**config.mk**
```make
export PLATFORM = sky130hd
export DESIGN_NAME = adam_sqrt
export DESIGN_NICKNAME = d
export VERILOG_FILES = /design/src/hw/rtl/adam_pkg.sv /design/src/hw/rtl/adam_sqrt.sv
export SDC_FILE = /design/constraint.sdc
export NUM_CORES = 1
export LEC_CHECK = 0
export ABC_AREA = 1
export BUFFER_PORTS_ARGS = -buffer_cell sky130_fd_sc_hd__buf_4
export CORE_MARGIN = 2
export CORE_UTILIZATION = 56
export CTS_BUF_LIST = sky130_fd_sc_hd__clkbuf_4
export DETAILED_ROUTE_END_ITERATION = 8
export MAX_ROUTING_LAYER = met4
export PLACE_DENSITY = 0.87
export SLEW_MARGIN = 25
export SYNTH_ARGS = -nofsm -noshare
export SYNTH_HDL_FRONTEND = slang
export SYNTH_SLANG_ARGS = --single-unit
```
**constraint.sdc**
```tcl
create_clock -name clock -period 4.5 [get_ports clock]
set_input_delay 0.9 -clock clock [delete_from_list [all_inputs] [get_ports clock]]
set_output_delay 0.9 -clock clock [all_outputs]
set_load 0.005 [all_outputs]
```
**src/hw/rtl/adam_pkg.sv**
```systemverilog
// Shared constants, types and state codes of the Adam parameter update unit.
package adam_pkg;

   localparam int NUM_PARAMS    = 64;
   localparam int INDEX_W       = 6;
   localparam int DATA_W        = 32;
   localparam int RATE_W        = 24;
   localparam int POWER_W       = 25;
   localparam int SECOND_W      = 64;
   localparam int ACC_W         = 90;
   localparam int MCAND_W       = 66;
   localparam int MPLIER_W      = 32;
   localparam int MUL_STEPS     = 32;
   localparam int DIV_W         = 96;
   localparam int DEN_W         = 50;
   localparam int DIV_STEPS     = 96;
   localparam int ROOT_W        = 32;
   localparam int SQRT_STEPS    = 32;
   localparam int STEP_W        = 41;
   localparam int CSR_INDEX_W   = 2;

   localparam logic [POWER_W-1:0] Q24_ONE  = POWER_W'(25'h1000000);
   localparam logic [POWER_W-1:0] Q24_HALF = POWER_W'(25'h0800000);

   localparam logic [RATE_W-1:0] STEP_RATE_RESET     = 24'd838861;
   localparam logic [RATE_W-1:0] FIRST_DECAY_RESET   = 24'd15099494;
   localparam logic [RATE_W-1:0] SECOND_DECAY_RESET  = 24'd16760439;
   localparam logic [DATA_W-1:0] STABILIZER_RESET    = 32'd43;

   typedef enum logic [CSR_INDEX_W-1:0] {
      CSR_STEP_RATE,
      CSR_FIRST_DECAY,
      CSR_SECOND_DECAY,
      CSR_STABILIZER
   } csr_index_type;

   typedef enum logic [3:0] {
      ST_IDLE,
      ST_POW1,
      ST_POW2,
      ST_POWEND,
      ST_M1,
      ST_M2,
      ST_G2,
      ST_V1,
      ST_V2,
      ST_MDIV,
      ST_VDIV,
      ST_SQRT,
      ST_LRMUL,
      ST_SDIV,
      ST_FIN,
      ST_DONE
   } state_type;

   typedef struct packed {
      logic start;
      logic accumulate;
   } mac_cmd_type;

endpackage

```
**src/hw/rtl/adam_sqrt.sv**
```systemverilog
// Integer square root that retires two radicand bits per cycle.
module adam_sqrt (
   input  logic                              clock,
   input  logic                              reset,
   input  logic                              start,
   input  logic [adam_pkg::SECOND_W-1:0]     radicand,
   output logic                              done,
   output logic [adam_pkg::ROOT_W-1:0]       root
);

   logic [adam_pkg::SECOND_W-1:0] x_ff;
   logic [adam_pkg::ROOT_W-1:0]   root_ff;
   logic [adam_pkg::ROOT_W+2:0]   rem_ff;
   logic [adam_pkg::ROOT_W+2:0]   shifted;
   logic [adam_pkg::ROOT_W+2:0]   trial;
   logic                          ge;
   logic [4:0]                    count_ff;
   logic                          busy_ff;

   assign shifted = {rem_ff[adam_pkg::ROOT_W:0], x_ff[adam_pkg::SECOND_W-1 -: 2]};
   assign trial   = {1'b0, root_ff, 2'b01};
   assign ge      = shifted >= trial;

   always_ff @(posedge clock) begin
      if (start) begin
         x_ff    <= radicand;
         root_ff <= '0;
         rem_ff  <= '0;
      end else if (busy_ff) begin
         rem_ff  <= ge ? shifted - trial : shifted;
         root_ff <= {root_ff[adam_pkg::ROOT_W-2:0], ge};
         x_ff    <= {x_ff[adam_pkg::SECOND_W-3:0], 2'b00};
      end
   end

   always_ff @(posedge clock) begin
      if (reset) begin
         busy_ff  <= 1'b0;
         count_ff <= '0;
      end else if (start) begin
         busy_ff  <= 1'b1;
         count_ff <= '0;
      end else if (busy_ff) begin
         count_ff <= count_ff + 5'd1;
         if (done) begin
            busy_ff <= 1'b0;
         end
      end
   end

   assign done = busy_ff && (count_ff == 5'(adam_pkg::SQRT_STEPS - 1));
   assign root = root_ff;

endmodule

```
==> flow_summary.yaml <==
logic_synthesis:
  ys_seq_elements: 135
  dominant_combinational_cell_family_by_area_after_synthesis: "simple AND/OR/NAND/NOR gates"
  synthXorXnorAreaFrac_pct: 0
  synth_simple_gate_area_share_pct: 35.2
  avgSynthCellArea_um2: 6.88
  synth_area_leader_cell: "edfxtp_1"
  ys_top_cells_by_area: "edfxtp_1, nand2_1, dfxtp_1"
  synth_top_area_share_pct: 23.8
  yosysWarnings: 0
  synth-adder-area-share_pct: 5.57
  synth_cell_type_count: 41
  share_of_the_synthesized_area_in_compound_gates_ao_oa_aoi_oai_pct: 8.24
  mappedNetlistArea_um2: 8080
  nets_in_the_synthesized_netlist: 1277
  synth_mux_area_share_pct: 0
  postSynthCellCount: 1174
  synth-seq-area-share_pct: 41.4
setup_path:
  cp_data_required_time_ps: 3600
  path_max_fanout: 3
  timing.critical_path.cells: "ha_1 -> inv_1 -> nor3_1 -> ha_1 -> nand2_1 -> inv_1 -> buf_4"
  r2r-start: "root[22]"
  worstSetupEndpointType: "output port"
  cp_top_family: "flip-flops"
  cpPeakStageDelay_ps: 390
  critPathLaunchType: "register"
  worst_case_register_to_register_setup_slack_ps: 1990
  worst-path-stages: 7
  slowest_stage: "dfxtp_1"
  crit_path_launch: "count_ff[1]"
  critical_path_class: "register to output port"
  cp.buffers_inverters: 3
  critPathArrivalTime_ps: 1820
  rr_worst_depth: 14
  timing.critical_path.to: "done"
  critical_path.reg2reg.endpoint: "rem_ff[12]"
routing:
  met2_length_um: 8830
  detailedRoute.firstPassIterationCount: 5
  ant_nets: 0
  detail_route.wirelength.met1_um: 8950
  dr.first_iter.drc_count: 624
  met3_wirelength_um: 1340
  route.detailed.wl_per_inst_um: 13.4
  vias: 7545
  highest-signal-layer: "met4"
  routed_wirelength_um: 19500
  drc_errors: 0
  route.detailed.vias_per_inst: 5.19
layout:
  most-common-layout-cells: "nand2_1, inv_1, buf_4"
  layout-drive-gt1-share_pct: 12.5
  flow.area_growth_from_synthesis_pct: 13.7
  multi_input_comb_area_um2: 3960
  filler_cell_count: 1299
  layout_commonest_cell: "nand2_1"
  layout.nets: 1365
  sequential_cell_area_in_the_final_layout_um2: 3340
  antennaDiodeCount: 0
  postLayoutCoreUtil_pct: 65.7
  layout.cell_area.non_filler_um2: 9190
global_routing:
  grt_pass1_vias: 6890
  grt_max_degree: 70
  global_route_overflow: 0
  grt_antenna_before_repair: 0
  grt_first_pass_wirelength_um: 32400
  gr-usage-all-layers_pct: 28.0
clocking:
  cts_repair_resize_count: 0
  post-cts-setup-buffer-count: 0
  cts_buffers: 17
  cts_sinks: 135
  hold_buffers: 0
  cts.root.buffer_cell: "clkbuf_4"
  clkTransAtPathRegs_ps: 110
  clock_latency_ps: 580
  cts_tree: "done"
  cts-htree-levels: 4
  clockBufferDepth: 2
die:
  top_level_ports: 100
  die_h_um: 124
  initial_standard_cell_utilization_of_the_core_pct: 57.8
  die_area_um2: 15400
  placementRows: 43
  die-width_um: 124
  coreArea_um2: 14000
pwr:
  vdd_drop_max_mv: 0.318
  power.density_cell_area_nw_per_um2: 593
  power_leakage_nw: 4.77
place:
  hpwlAfterDp_um: 14400
  portBuffers: 99
  globalplace.congestion: 0.946
  placed_area_um2: 8930
  pre_cts_slack_ps: 1460
timing:
  finalCritPeriodShare_pct: 60.5
  crit_path_setup_slack_layout_ps: 1780
  finalWorstPathRequiredPeriod_ps: 2720
  final_max_slew_viol_count: 0
  whs_ps: 479
  worst_clock_skew_ps: 20.2
  rsz0062_at_grt: "no"
  worstMarginPinSlew_ps: 937
  timing_hold_violations_final: 0
  final-setup-viol-count: 0
  timing.max_slew.rel_slack_pct: 37.4
  timing.setup.tns_ps: 0
  fmaxAchievable_ghz: 0.367
worst_hold_path:
  hp-class: "register to register"
status:
  outcome: "finished clean"
flow_run:
  maxCapViolCount: 0
## synthesized netlist by cell type, drive strengths merged
master	number
o21bai	6
inv	161
o21a	3
nand3	61
nand3b	8
ha	36
o22ai	31
a31oi	2
clkinv	1
nor3	10
nor4	2
nand4	13
nor2	107
a21oi	43
a211oi	1
buf	10
dfxtp	71
o211ai	2
a21o	1
a21boi	7
edfxtp	64
or2	2
and2	3
o21ai	18
nand2	485
clkbuf	26
## power breakdown
| group | switching (mW) | total (mW) | internal (mW) |
|---|---|---|---|
| clock | 0.489 | 0.771 | 0.282 |
| combinational | 2.15 | 3.15 | 1.00 |
| sequential | 0.0858 | 1.52 | 1.44 |
## tightest hold or removal path, delay by kind of cell (launching register included)
kind               cells  cell delay, ps
DFF                    1             330
and+or+nand+nor        1              60
AOI/OAI and AO/OA      1              50
## through the flow
step	total power, mW	cells
global placement	4.60	1423
detailed placement	4.66	1423
floorplan	3.96	1174
finish	5.45	1455
CTS	5.43	1455
global route	5.94	1455
## per-layer routing
layer  track usage (%)  vias up
met5                 -        -
met4              9.34        0
met3              4.99       35
met2              43.3      231
met1              37.3     3370
li1                  -     3909
## registers in the layout (all words and copies together) (netlist names)
register / flops
x_ff: 64
count_ff: 5
busy_ff: 1
rem_ff: 33
root: 32
## cell type report
cell class                      instances  share of cell area (%)
Multi-Input combinational cell        841                    43.1
Sequential cell                       135                    36.4
Timing Repair Buffer                  105                    8.58
Inverter                              162                    6.66
Tap cell                              180                    2.45
Clock buffer                           18                    1.47
Clock inverter                         14                    1.36
## worst min path at each step
stage                startpoint     endpoint  slack [ps]  cells past startpoint
finish              count_ff[4]  count_ff[4]         480                      2
detailed placement  count_ff[4]  count_ff[4]         460                      2
global route              reset      busy_ff         480                      2
CTS                       reset      busy_ff         480                      2
global placement     rem_ff[31]   rem_ff[31]         450                      2
floorplan            rem_ff[31]   rem_ff[31]         430                      2
## kinds of logic (layout without fill, tap and decap cells)
family,after synthesis,in the layout
AND/OR/NAND/NOR,691,691
adder cells (fa/ha/maj),36,36
flip-flops,135,135
AO/OA/AOI/OAI,114,114
buffers and inverters,198,299
Power figures use the tool's default switching activity.
