File: src/hw/rtl/adam_pkg.sv
// Shared constants, types and state codes of the Adam parameter update unit.
package adam_pkg;

   localparam int NUM_PARAMS    = 64;
   localparam int INDEX_W       = 6;
   localparam int DATA_W        = 32;
   localparam int RATE_W        = 24;
   localparam int POWER_W       = 25;
   localparam int SECOND_W      = 64;
   localparam int ACC_W         = 90;
   localparam int MCAND_W       = 66;
   localparam int MPLIER_W      = 32;
   localparam int MUL_STEPS     = 32;
   localparam int DIV_W         = 96;
   localparam int DEN_W         = 50;
   localparam int DIV_STEPS     = 96;
   localparam int ROOT_W        = 32;
   localparam int SQRT_STEPS    = 32;
   localparam int STEP_W        = 41;
   localparam int CSR_INDEX_W   = 2;

   localparam logic [POWER_W-1:0] Q24_ONE  = POWER_W'(25'h1000000);
   localparam logic [POWER_W-1:0] Q24_HALF = POWER_W'(25'h0800000);

   localparam logic [RATE_W-1:0] STEP_RATE_RESET     = 24'd838861;
   localparam logic [RATE_W-1:0] FIRST_DECAY_RESET   = 24'd15099494;
   localparam logic [RATE_W-1:0] SECOND_DECAY_RESET  = 24'd16760439;
   localparam logic [DATA_W-1:0] STABILIZER_RESET    = 32'd43;

   typedef enum logic [CSR_INDEX_W-1:0] {
      CSR_STEP_RATE,
      CSR_FIRST_DECAY,
      CSR_SECOND_DECAY,
      CSR_STABILIZER
   } csr_index_type;

   typedef enum logic [3:0] {
      ST_IDLE,
      ST_POW1,
      ST_POW2,
      ST_POWEND,
      ST_M1,
      ST_M2,
      ST_G2,
      ST_V1,
      ST_V2,
      ST_MDIV,
      ST_VDIV,
      ST_SQRT,
      ST_LRMUL,
      ST_SDIV,
      ST_FIN,
      ST_DONE
   } state_type;

   typedef struct packed {
      logic start;
      logic accumulate;
   } mac_cmd_type;

endpackage

File: src/hw/rtl/adam_mac.sv
// Bit-serial multiply-accumulate unit that consumes one multiplier bit per cycle.
module adam_mac (
   input  logic                              clock,
   input  logic                              reset,
   input  adam_pkg::mac_cmd_type             cmd,
   input  logic [adam_pkg::MCAND_W-1:0]      mcand,
   input  logic [adam_pkg::MPLIER_W-1:0]     mplier,
   output logic                              done,
   output logic [adam_pkg::ACC_W-1:0]        acc
);

   logic [adam_pkg::ACC_W-1:0]    acc_ff;
   logic [adam_pkg::ACC_W-1:0]    mcand_ff;
   logic [adam_pkg::MPLIER_W-1:0] mplier_ff;
   logic [4:0]                    count_ff;
   logic                          busy_ff;

   always_ff @(posedge clock) begin
      if (cmd.start) begin
         if (!cmd.accumulate) begin
            acc_ff <= '0;
         end
         mcand_ff  <= {{(adam_pkg::ACC_W-adam_pkg::MCAND_W){mcand[adam_pkg::MCAND_W-1]}}, mcand};
         mplier_ff <= mplier;
      end else if (busy_ff) begin
         if (mplier_ff[0]) begin
            acc_ff <= acc_ff + mcand_ff;
         end
         mcand_ff  <= {mcand_ff[adam_pkg::ACC_W-2:0], 1'b0};
         mplier_ff <= {1'b0, mplier_ff[adam_pkg::MPLIER_W-1:1]};
      end
   end

   always_ff @(posedge clock) begin
      if (reset) begin
         busy_ff  <= 1'b0;
         count_ff <= '0;
      end else if (cmd.start) begin
         busy_ff  <= 1'b1;
         count_ff <= '0;
      end else if (busy_ff) begin
         count_ff <= count_ff + 5'd1;
         if (done) begin
            busy_ff <= 1'b0;
         end
      end
   end

   assign done = busy_ff && (count_ff == 5'(adam_pkg::MUL_STEPS - 1));
   assign acc  = acc_ff;

endmodule

File: config.mk
export PLATFORM = sky130hd
export DESIGN_NAME = adam_mac
export DESIGN_NICKNAME = d
export VERILOG_FILES = /design/src/hw/rtl/adam_pkg.sv /design/src/hw/rtl/adam_mac.sv
export SDC_FILE = /design/constraint.sdc
export NUM_CORES = 1
export LEC_CHECK = 0
export BUFFER_PORTS_ARGS = -buffer_cell sky130_fd_sc_hd__buf_2
export CORE_MARGIN = 5
export CORE_UTILIZATION = 59
export DETAILED_ROUTE_END_ITERATION = 16
export GPL_ROUTABILITY_DRIVEN = 0
export PLACE_DENSITY = 0.78
export SLEW_MARGIN = 20
export SYNTH_ARGS = -nofsm -noshare
export SYNTH_HDL_FRONTEND = slang
export SYNTH_SLANG_ARGS = --single-unit
File: constraint.sdc
create_clock -name clock -period 6.52 [get_ports clock]
set_input_delay 0.326 -clock clock [delete_from_list [all_inputs] [get_ports clock]]
set_output_delay 0.326 -clock clock [all_outputs]
set_load 0.01 [all_outputs]
==> results.md <==
- Slowest CP cell: a2111oi_4
- FP Rows: 57
- Area share of the leading cell type in the synthesized netlist: between 40% and 50%
- Slew @ Worst Pin: between 1000 and 1500 ps
- Most frequent cell after synthesis: edfxtp_1
- Worst stage delay on the critical path: 490 ps
- Leak: 6.59 nW
- WP data arrival: roughly 4000 ps
- Sink Count: approximately 220
- Clock Path Buffers: 3
- Grt total ovfl: 0
- DP Wirelength: 25.4 mm
- CP most frequent cell: a41oi_2
- DR DRC count: 0
- Area growth, synth to finish: 12.5%
- Starting density of the core: 59.5%
- Pwr dens: 311 mW/mm²
- Via density: 6.05
- CTS HTree Levels: 1
- Net count reported at finish: 1730
- Combinational power share: 35.8%
- CTS clock-pin slew for the worst setup and hold paths: about 60 ps
- Critical Path RT: 6780 ps
- CP endpoint kind: flop
- Synthesis Warnings: 0
- Total die area: 0.0276 mm²
- Wire length per cell: about 18 µm
- Clk pwr share: around a quarter
- Run status: finished, final reports clean
- Layout cells sized above 1: 23.7%
- Post-Syn Area: 0.0144 mm²
- RSZ-0062 raised after global routing: false
- Core Footprint: 0.0242 mm²
- VDD IR max: 262 µV
- Placed inst area: 0.0154 mm²
- Top routing layer used: met4
- Final Max Slew Viols: 0
- Commonest cells in the netlist: edfxtp_1 (212), nor2_1 (154), a21oi_1 (123)
- Synth area leaders: edfxtp_1 (44%), ha_1 (7.9%), mux2_2 (7.4%)
- Fillcell total: 1882
- Final hold viol count: 0
- # diodes: 0
- Post-Syn Nets: ~1.6k
- Met2 Routed Length: 15.2 mm
- Rel. slew slack: 29.0%
- Met1 wire length: 14.9 mm
- Detailed Route Iter0 Violations: about 840
- Synthesis-stage register bit count: 218
- Worst Path Max Fanout: 4
- Leading area contributor after synthesis: edfxtp_1
- Avg Cell Area, Syn: 10.4 µm²
- Period utilization: 58.1%
- Register area share after synthesis: 45.1%
- Setup TNS: 0 ps
- HP Class: in -> reg
- CTS tree: yes
- Root Buffer: clkbuf_16
- Post-route cell area: 0.0162 mm²
- Ys flop type: edfxtp_1
- Number of max-cap violations: 0
- Die Ht: 166 µm
- Sw frac: about 34%
- Post-Route WL: 34.5 mm
- Critical-path cell list: ha_1 > inv_1 > fa_1 > nand2b_1 > a21oi_2 > o21ai_1 > o221ai_4 > a41oi_2 > a2111oi_4 > o21ai_2 > a21boi_2 > or3_4 > a41oi_2 > mux2_1
- Post-CTS Hold Fix Bufs: 0
- Vias in the first global route: 11.2k
- Total CTS buffers: 24
- Resized Gates After CTS: 0
- Synth async-reset ratio: 0%
- First-pass GRT wire length: 56.5 mm
- Drt first pass iters: 5
- Fmax: around 0.26 GHz
- Crit Path Class: reg -> reg
- Setup bufs post-CTS: 0
- Post-synth EDFFs: 212
- Buffers on Ports: 192
- Largest net degree at the start of global routing: 87
- Worst skew pair latency: 530 ps
- CP startpoint kind: flop
- Post-DRT Antenna Nets: 0
- Initial antenna violation count: 0
- DR vias: roughly 11k
- Netlist cell types: 83
- Clk_skew: 20.5 ps
- Sw Pwr: 0.00173 W
- Setup violations, final: 0
- Cells after synthesis: 1390
- Seq pwr share: 37.5%
- Die X: 166 µm
- IO Pins: 193
- Pint: 0.00330 W
- Crit path time final: 3790 ps
- All-Layer GR Usage: between 20 and 25%
- WL met3: 3.43 mm
## placed cells by master (no fill, tap or decap), types with 9 or more instances in the layout
| cell | n |
|---|---|
| xnor2_1 | 46 |
| nand4_1 | 37 |
| nor2b_1 | 13 |
| nand2b_1 | 10 |
| nor2_1 | 154 |
| mux2_2 | 94 |
| a21oi_1 | 123 |
| o21ai_1 | 13 |
| ha_1 | 91 |
| nand2_1 | 107 |
| o21ai_0 | 85 |
| clkbuf_16 | 27 |
| edfxtp_1 | 212 |
| o21bai_1 | 25 |
| nand3_1 | 20 |
| nor3_1 | 22 |
| xor2_1 | 38 |
| buf_2 | 191 |
| o21a_1 | 9 |
| inv_1 | 48 |
| a21o_1 | 44 |
| a31oi_1 | 11 |
## state kept, by name (all words and copies together) (netlist names)
name and flops:
busy_ff 1, count_ff 5, acc 90, mcand_ff 90, mplier_ff 32
## routing by layer
layer	global-route usage, %	vias to the layer above
li1	-	5420
met1	33.8	5398
met2	37.2	487
met3	6.07	65
met4	6.89	0
met5	0	-
## layout make-up
type                            count  area, µm²  share of cell area (%)
Multi-Input combinational cell   1048       7340                    45.3
Sequential cell                   218       6490                    40.1
Timing Repair Buffer              196        997                    6.16
Clock buffer                       34        712                    4.40
Tap cell                          324        405                    2.50
Inverter                           48        180                    1.11
Clock inverter                     10       72.6                   0.448
## power by group through the flow
| stage | clock, W | sequential (W) | combinational (W) |
|---|---|---|---|
| after floorplan | 0 | 0.00193 | 0.00132 |
| after global placement | 0 | 0.00190 | 0.00174 |
| after detailed placement | 0 | 0.00191 | 0.00177 |
| after CTS | 0.00137 | 0.00189 | 0.00178 |
| after global routing | 0.00144 | 0.00190 | 0.00199 |
| final | 0.00134 | 0.00189 | 0.00180 |
## worst max-delay path: cells and delay by family, from the launching register on
family	cells	cell delay, ps
AO/OA/AOI/OAI	8	1790
flip-flops	1	360
AND/OR/NAND/NOR	2	370
multiplexers	1	350
adder cells (fa/ha/maj)	2	590
buffers and inverters	1	60
## final timing paths
check | slack [ps] | to | start | cells after the start
max | 2730 | acc[86] | acc[0] | 14
min reg2reg | 530 | count_ff[4] | count_ff[4] | 2
max reg2reg | 2730 | acc[86] | acc[0] | 14
min | 50 | busy_ff | reset | 2
## through the flow
step | utilization [%] | setup WS, ps | power, W | hold WS, ps | cells
after floorplan | - | 581 | 0.00325 | 398 | 1390
after global placement | 63.7 | 2940 | 0.00364 | 514 | 1834
after detailed placement | 63.7 | 2820 | 0.00368 | 527 | 1834
after CTS | 67.0 | 2770 | 0.00504 | 31.4 | 1878
after global routing | 67.0 | 2560 | 0.00533 | 63.4 | 1878
final | 67.0 | 2730 | 0.00503 | 47.7 | 1878
## logic make-up (layout without fill, tap and decap cells)
| kind of cell | after synthesis | count (layout) | synth area share (%) |
|---|---|---|---|
| XOR/XNOR | 84 | 84 | 5.11 |
| multiplexers | 100 | 100 | 7.80 |
| flip-flops | 218 | 218 | 45.1 |
| buffers and inverters | 124 | 288 | 4.07 |
| AO/OA/AOI/OAI | 373 | 373 | 17.1 |
| adder cells (fa/ha/maj) | 92 | 92 | 8.05 |
| AND/OR/NAND/NOR | 399 | 399 | 12.8 |
(Power assumes the default switching activity.)
