**src/hw/rtl/adam_pkg.sv**
```systemverilog
// Shared constants, types and state codes of the Adam parameter update unit.
package adam_pkg;

   localparam int NUM_PARAMS    = 64;
   localparam int INDEX_W       = 6;
   localparam int DATA_W        = 32;
   localparam int RATE_W        = 24;
   localparam int POWER_W       = 25;
   localparam int SECOND_W      = 64;
   localparam int ACC_W         = 90;
   localparam int MCAND_W       = 66;
   localparam int MPLIER_W      = 32;
   localparam int MUL_STEPS     = 32;
   localparam int DIV_W         = 96;
   localparam int DEN_W         = 50;
   localparam int DIV_STEPS     = 96;
   localparam int ROOT_W        = 32;
   localparam int SQRT_STEPS    = 32;
   localparam int STEP_W        = 41;
   localparam int CSR_INDEX_W   = 2;

   localparam logic [POWER_W-1:0] Q24_ONE  = POWER_W'(25'h1000000);
   localparam logic [POWER_W-1:0] Q24_HALF = POWER_W'(25'h0800000);

   localparam logic [RATE_W-1:0] STEP_RATE_RESET     = 24'd838861;
   localparam logic [RATE_W-1:0] FIRST_DECAY_RESET   = 24'd15099494;
   localparam logic [RATE_W-1:0] SECOND_DECAY_RESET  = 24'd16760439;
   localparam logic [DATA_W-1:0] STABILIZER_RESET    = 32'd43;

   typedef enum logic [CSR_INDEX_W-1:0] {
      CSR_STEP_RATE,
      CSR_FIRST_DECAY,
      CSR_SECOND_DECAY,
      CSR_STABILIZER
   } csr_index_type;

   typedef enum logic [3:0] {
      ST_IDLE,
      ST_POW1,
      ST_POW2,
      ST_POWEND,
      ST_M1,
      ST_M2,
      ST_G2,
      ST_V1,
      ST_V2,
      ST_MDIV,
      ST_VDIV,
      ST_SQRT,
      ST_LRMUL,
      ST_SDIV,
      ST_FIN,
      ST_DONE
   } state_type;

   typedef struct packed {
      logic start;
      logic accumulate;
   } mac_cmd_type;

endpackage

```
**src/hw/rtl/adam_div.sv**
```systemverilog
// Restoring divider that produces one quotient bit per cycle.
module adam_div (
   input  logic                           clock,
   input  logic                           reset,
   input  logic                           start,
   input  logic [adam_pkg::DIV_W-1:0]     dividend,
   input  logic [adam_pkg::DEN_W-1:0]     divisor,
   output logic                           done,
   output logic [adam_pkg::DIV_W-1:0]     quotient
);

   logic [adam_pkg::DIV_W-1:0] dq_ff;
   logic [adam_pkg::DEN_W-1:0] rem_ff;
   logic [adam_pkg::DEN_W-1:0] den_ff;
   logic [adam_pkg::DEN_W:0]   trial;
   logic [adam_pkg::DEN_W:0]   diff;
   logic                       ge;
   logic [6:0]                 count_ff;
   logic                       busy_ff;

   assign trial = {rem_ff, dq_ff[adam_pkg::DIV_W-1]};
   assign ge    = trial >= {1'b0, den_ff};
   assign diff  = trial - {1'b0, den_ff};

   always_ff @(posedge clock) begin
      if (start) begin
         dq_ff  <= dividend;
         rem_ff <= '0;
         den_ff <= divisor;
      end else if (busy_ff) begin
         rem_ff <= ge ? diff[adam_pkg::DEN_W-1:0] : trial[adam_pkg::DEN_W-1:0];
         dq_ff  <= {dq_ff[adam_pkg::DIV_W-2:0], ge};
      end
   end

   always_ff @(posedge clock) begin
      if (reset) begin
         busy_ff  <= 1'b0;
         count_ff <= '0;
      end else if (start) begin
         busy_ff  <= 1'b1;
         count_ff <= '0;
      end else if (busy_ff) begin
         count_ff <= count_ff + 7'd1;
         if (done) begin
            busy_ff <= 1'b0;
         end
      end
   end

   assign done     = busy_ff && (count_ff == 7'(adam_pkg::DIV_STEPS - 1));
   assign quotient = dq_ff;

endmodule

```
**config.mk**
```make
export PLATFORM = sky130hd
export DESIGN_NAME = adam_div
export DESIGN_NICKNAME = d
export VERILOG_FILES = /design/src/hw/rtl/adam_pkg.sv /design/src/hw/rtl/adam_div.sv
export SDC_FILE = /design/constraint.sdc
export NUM_CORES = 1
export LEC_CHECK = 0
export BUFFER_PORTS_ARGS = -buffer_cell sky130_fd_sc_hd__buf_2
export CORE_ASPECT_RATIO = 0.7
export CORE_MARGIN = 2
export CORE_UTILIZATION = 55
export DETAILED_ROUTE_END_ITERATION = 8
export GPL_ROUTABILITY_DRIVEN = 0
export GPL_TIMING_DRIVEN = 0
export PLACE_DENSITY = 0.81
export SETUP_SLACK_MARGIN = 0.02
export SLEW_MARGIN = 20
export SYNTH_ARGS = -nofsm -noshare
export SYNTH_HDL_FRONTEND = slang
export SYNTH_SLANG_ARGS = --single-unit
```
**constraint.sdc**
```tcl
create_clock -name clock -period 3.9 [get_ports clock]
set_input_delay 0.78 -clock clock [delete_from_list [all_inputs] [get_ports clock]]
set_output_delay 0.78 -clock clock [all_outputs]
set_load 0.01 [all_outputs]
```
==> summary by stage <==
Layout
The number of nets in the final layout is 1519. The most common library cell in the layout ignoring fill and taps is sky130_fd_sc_hd__buf_2. The sequential cell area is 5545 um^2. The layout cell share with drive strength beyond 1 is 30.96%. The library cells used most frequently in the layout, excluding fill and tap cells, are 253 x sky130_fd_sc_hd__buf_2, 146 x sky130_fd_sc_hd__edfxtp_1, 96 x sky130_fd_sc_hd__mux2_2, 83 x sky130_fd_sc_hd__nor2_1, 80 x sky130_fd_sc_hd__a21oi_1.

The growth of design area from synthesis to finish is 21.17%. The repair_antennas step left the layout with diodes totalling 0. The layout filler cell count is 1565.

The total area of multi-input combinational cells is 5258 um^2.

Critical path
The launching element type of the critical path is an input pin. The critical path data arrival time is 3.87 ns. The end point of the critical path is quotient[70]$_DFFE_PP_.

The length in cells of the worst reg-to-reg path is 13. The capturing point of the worst reg2reg path is rem_ff[46]$_SDFFE_PP0P_. The nature of the critical path endpoint is a flop. By startpoint and endpoint, the worst setup path is classified as input pin to flop. The slack of the worst reg-to-reg path is 0.31 ns.

The critical register-to-register path startpoint is quotient[95]$_DFFE_PP_. The launching instance or port of the critical path is start. Along the worst path, the maximum fanout reaches 53.

At the worst endpoint, the required time is 4.09 ns.

Min path
The tightest min-delay check is of the input pin to flop type.

Flow run
Max-cap violations in this run came to 0.

STA
Setup repair after global routing left no endpoint under its margin. For the final routed database, the setup TNS stands at 0 ns. Setup violations remaining at the end of the flow were counted as 0. Static timing analysis puts the maximum clock frequency at 0.2715 GHz.

The worst path in the final design needs a cycle of 3.684 ns, including I/O delays and setup. For the final database, setup skew stands at 0.01209 ns. The final max-slew violation count came to 0. In the post-route analysis, the smallest setup slack over all paths is 0.2165 ns.

The total count of hold-check failures in the final report came to 0. The transition time of the tightest slew-check pin is 0.7683 ns. In this run the tightest slew margin relative to its limit is 48.31%.

Of the available clock period, the critical path in the final layout requires 94.45%.

GRT
The aggregate global-route resource usage is 26.75%. The global-route wire length before repair is 45.98 mm. Entering global routing, the biggest net connects 54 pins. The number of antenna violations at the first check in global routing is 0. The number of global-route vias before repair is 8680.

The global-route congestion overflow total is 0.

Detailed routing
The number of detailed-routing iterations run before antenna repair is 5. Using the TritonRoute via totals, the vias-per-cell ratio works out to 5.739. In the final routed layout, each cell accounts on average for 18.19 um. Wires add up to 29.17 mm. Summing over every cut layer, the via total after detailed routing is 9205. The violation count after the first detailed-route iteration is 940. The remaining number of nets flagged by the antenna check after routing is 0. The residual DRC count is 0.

Logic synthesis
In this run, distinct cell masters in the synthesized netlist total 69. The sequential area share after synthesis is 49.04%. The number of enable flip-flop cells after synthesis is 146.

When the netlist entered floorplanning its net count stood at 1247. The basic-gate share of the synthesized area counting and, or, nand and nor cells is 10.03%. Among all flip-flop cells after synthesis, the most frequent one is sky130_fd_sc_hd__edfxtp_1. The xor-xnor portion of the synthesized cell area is 3.408%. After synthesis, the share of flip-flops with an asynchronous set or reset is 0%.

For this run, the number of Yosys warnings is 0. The count of state elements after synthesis is 204. The synthesized netlist cell count is 1046.

After synthesis, the largest family of logic cells by area is compound AO/OA/AOI/OAI gates. The average footprint of a synthesized cell is 10.81 um^2. In the synthesized netlist, mux cells make up 12.22% of the area.

The synthesized-area fraction occupied by ao, oa, aoi and oai cells is 14.95%. The synthesized netlist occupies a cell area of 11310 um^2. Of the total synthesized cell area, the portion taken by full adders, half adders and majority gates is 5.821%.

Floorplan
The chip height is 124.0 um. 246 I/O pins were placed. The total die area is 21740 um^2. In this run the horizontal extent of the chip is 175.4 um. The starting density of the core is 56.65%.

In this run the standard cell core region covers 19960 um^2. In this run the core area contains 43 standard-cell rows.

Clock network
The number of clock buffers inserted by TritonCTS is 22. The clock input transition at the sequential cells of the worst setup and hold paths is 0.07 ns. The clock tree root driver cell is sky130_fd_sc_hd__clkbuf_16. TritonCTS built the clock tree. The clock passes through at most 3 buffers. CTS saw 204 sinks. After clock tree synthesis, the setup repair step added 0 buffers. CTS built an H-tree with a depth of 1. The source-to-sink clock delay at the later pin of the worst-skew pair is 0.51 ns.

Place
The number of buffers added on ports is 245. The final HPWL from detailed placement is 21.70 mm. Timing analysis after detailed placement gives a worst setup slack of -0.5170 ns.

Power
Summed over all cells, the static leakage comes to 5.706 nW. The peak ir drop on the vdd network is 333.1 uV. For this design the ratio of total power to cell area is 462.7 nW/um^2.

Run status
The run finished with clean final reports.
-- cells in the mapped netlist, drive strengths merged (2+ instances only) --
cell     instances  area share (%)
nor4             4            0.22
dfxtp           58              10
buf             18            0.98
xor2            19             1.5
o221ai           2            0.15
o22ai            4            0.22
ha              51             5.6
xnor2           25             1.9
nor3             8            0.35
clkbuf          40             1.3
a31oi            4            0.35
nor2b            5            0.28
nand2b           6            0.33
a221oi           2            0.27
and2             2            0.11
o21a             9            0.60
nand3           15            0.66
or2              4            0.22
a311oi           9            0.70
nor3b            4            0.27
o211ai           5            0.42
nand2           79             2.6
and3             4            0.22
a211oi          37             2.5
a2bb2oi          2            0.15
or3              6            0.33
edfxtp         146              39
o21bai          14             1.0
nor2            83             2.8
o31a             4            0.31
nand4           24             1.3
a21o            19             1.3
mux2i           30             2.7
o31ai            6            0.49
inv             67             2.2
o21ai           33             1.5
o311ai           2            0.15
mux2            96             9.6
a21oi           81             3.7
o21ba            2            0.23
o41ai            2            0.22
-- cell families after synthesis --
logic type                 count (synthesis)
and+or+nand+nor                          248
AOI/OAI and AO/OA                        247
adders and majority gates                 52
xor gates and xnor gates                  44
muxes                                    126
buffers and inverters                    125
DFF                                      204
-- metal layers --
metal	GRT usage [%]	up-vias	wire length (um)
li1	-	4382	-
met1	39.99	4367	13560
met2	40.85	400	12640
met3	4.823	56	2381
met4	5.729	0	597
met5	0	-	0
-- worst min path at each step --
stage	startpoint	slack [ns]	cells past startpoint	to
floorplan	count_ff[6]$_SDFFE_PP0P_	0.46	2	count_ff[6]$_SDFFE_PP0P_
global placement	count_ff[6]$_SDFFE_PP0P_	0.48	2	count_ff[6]$_SDFFE_PP0P_
detailed placement	count_ff[6]$_SDFFE_PP0P_	0.49	2	count_ff[6]$_SDFFE_PP0P_
CTS	divisor[42]	0.43	1	den_ff[42]$_DFFE_PP_
global route	divisor[42]	0.42	1	den_ff[42]$_DFFE_PP_
finish	divisor[43]	0.44	1	den_ff[43]$_DFFE_PP_
-- flip-flops by register name, indices dropped and copies added, names as in the netlist --
register  flops
busy_ff       1
rem_ff       50
den_ff       50
count_ff      7
quotient     96
-- per-stage QoR --
stage | hold slack, ns | total power [mW] | utilization, % | area, um^2 | cells
after global placement | 0.4754 | 4.070 | 64.48 | 12870 | 1561
after CTS | 0.4281 | 6.348 | 68.64 | 13700 | 1604
after detailed placement | 0.4923 | 4.112 | 64.73 | 12920 | 1563
final | 0.4402 | 6.339 | 68.64 | 13700 | 1604
after floorplan | 0.4585 | 3.660 | - | 11310 | 1046
after global routing | 0.4196 | 6.618 | 68.64 | 13700 | 1604
-- final cells by class --
class | count | share of cell area (%)
Sequential cell | 204 | 40.48
Multi-Input combinational cell | 718 | 38.37
Timing Repair Buffer | 247 | 9.297
Clock buffer | 28 | 4.411
Tap cell | 270 | 2.466
Buffer | 58 | 1.909
Inverter | 67 | 1.836
Clock inverter | 12 | 1.233
-- repair_timing --
action / 4_1_cts / 5_1_grt
gates resized for setup: 0 / 2
setup endpoints to repair: 53 / 9
cloned: 1 / 0
hold buffers: 0 / 0
-- power breakdown --
part           total, mW  switching (mW)  internal, mW
Combinational       1.44           0.833         0.603
Clock               2.23           0.866          1.37
Sequential          2.67           0.115          2.56
Total               6.34            1.81          4.53
-- critical path: stages --
cell and delay [ns]:
sky130_fd_sc_hd__buf_2 0.39, sky130_fd_sc_hd__buf_12 0.27, sky130_fd_sc_hd__clkbuf_1 0.39, sky130_fd_sc_hd__buf_1 0.59
sky130_fd_sc_hd__buf_1 0.60, sky130_fd_sc_hd__or2_4 0.45, sky130_fd_sc_hd__buf_16 0.30
(Power assumes the default switching activity.)
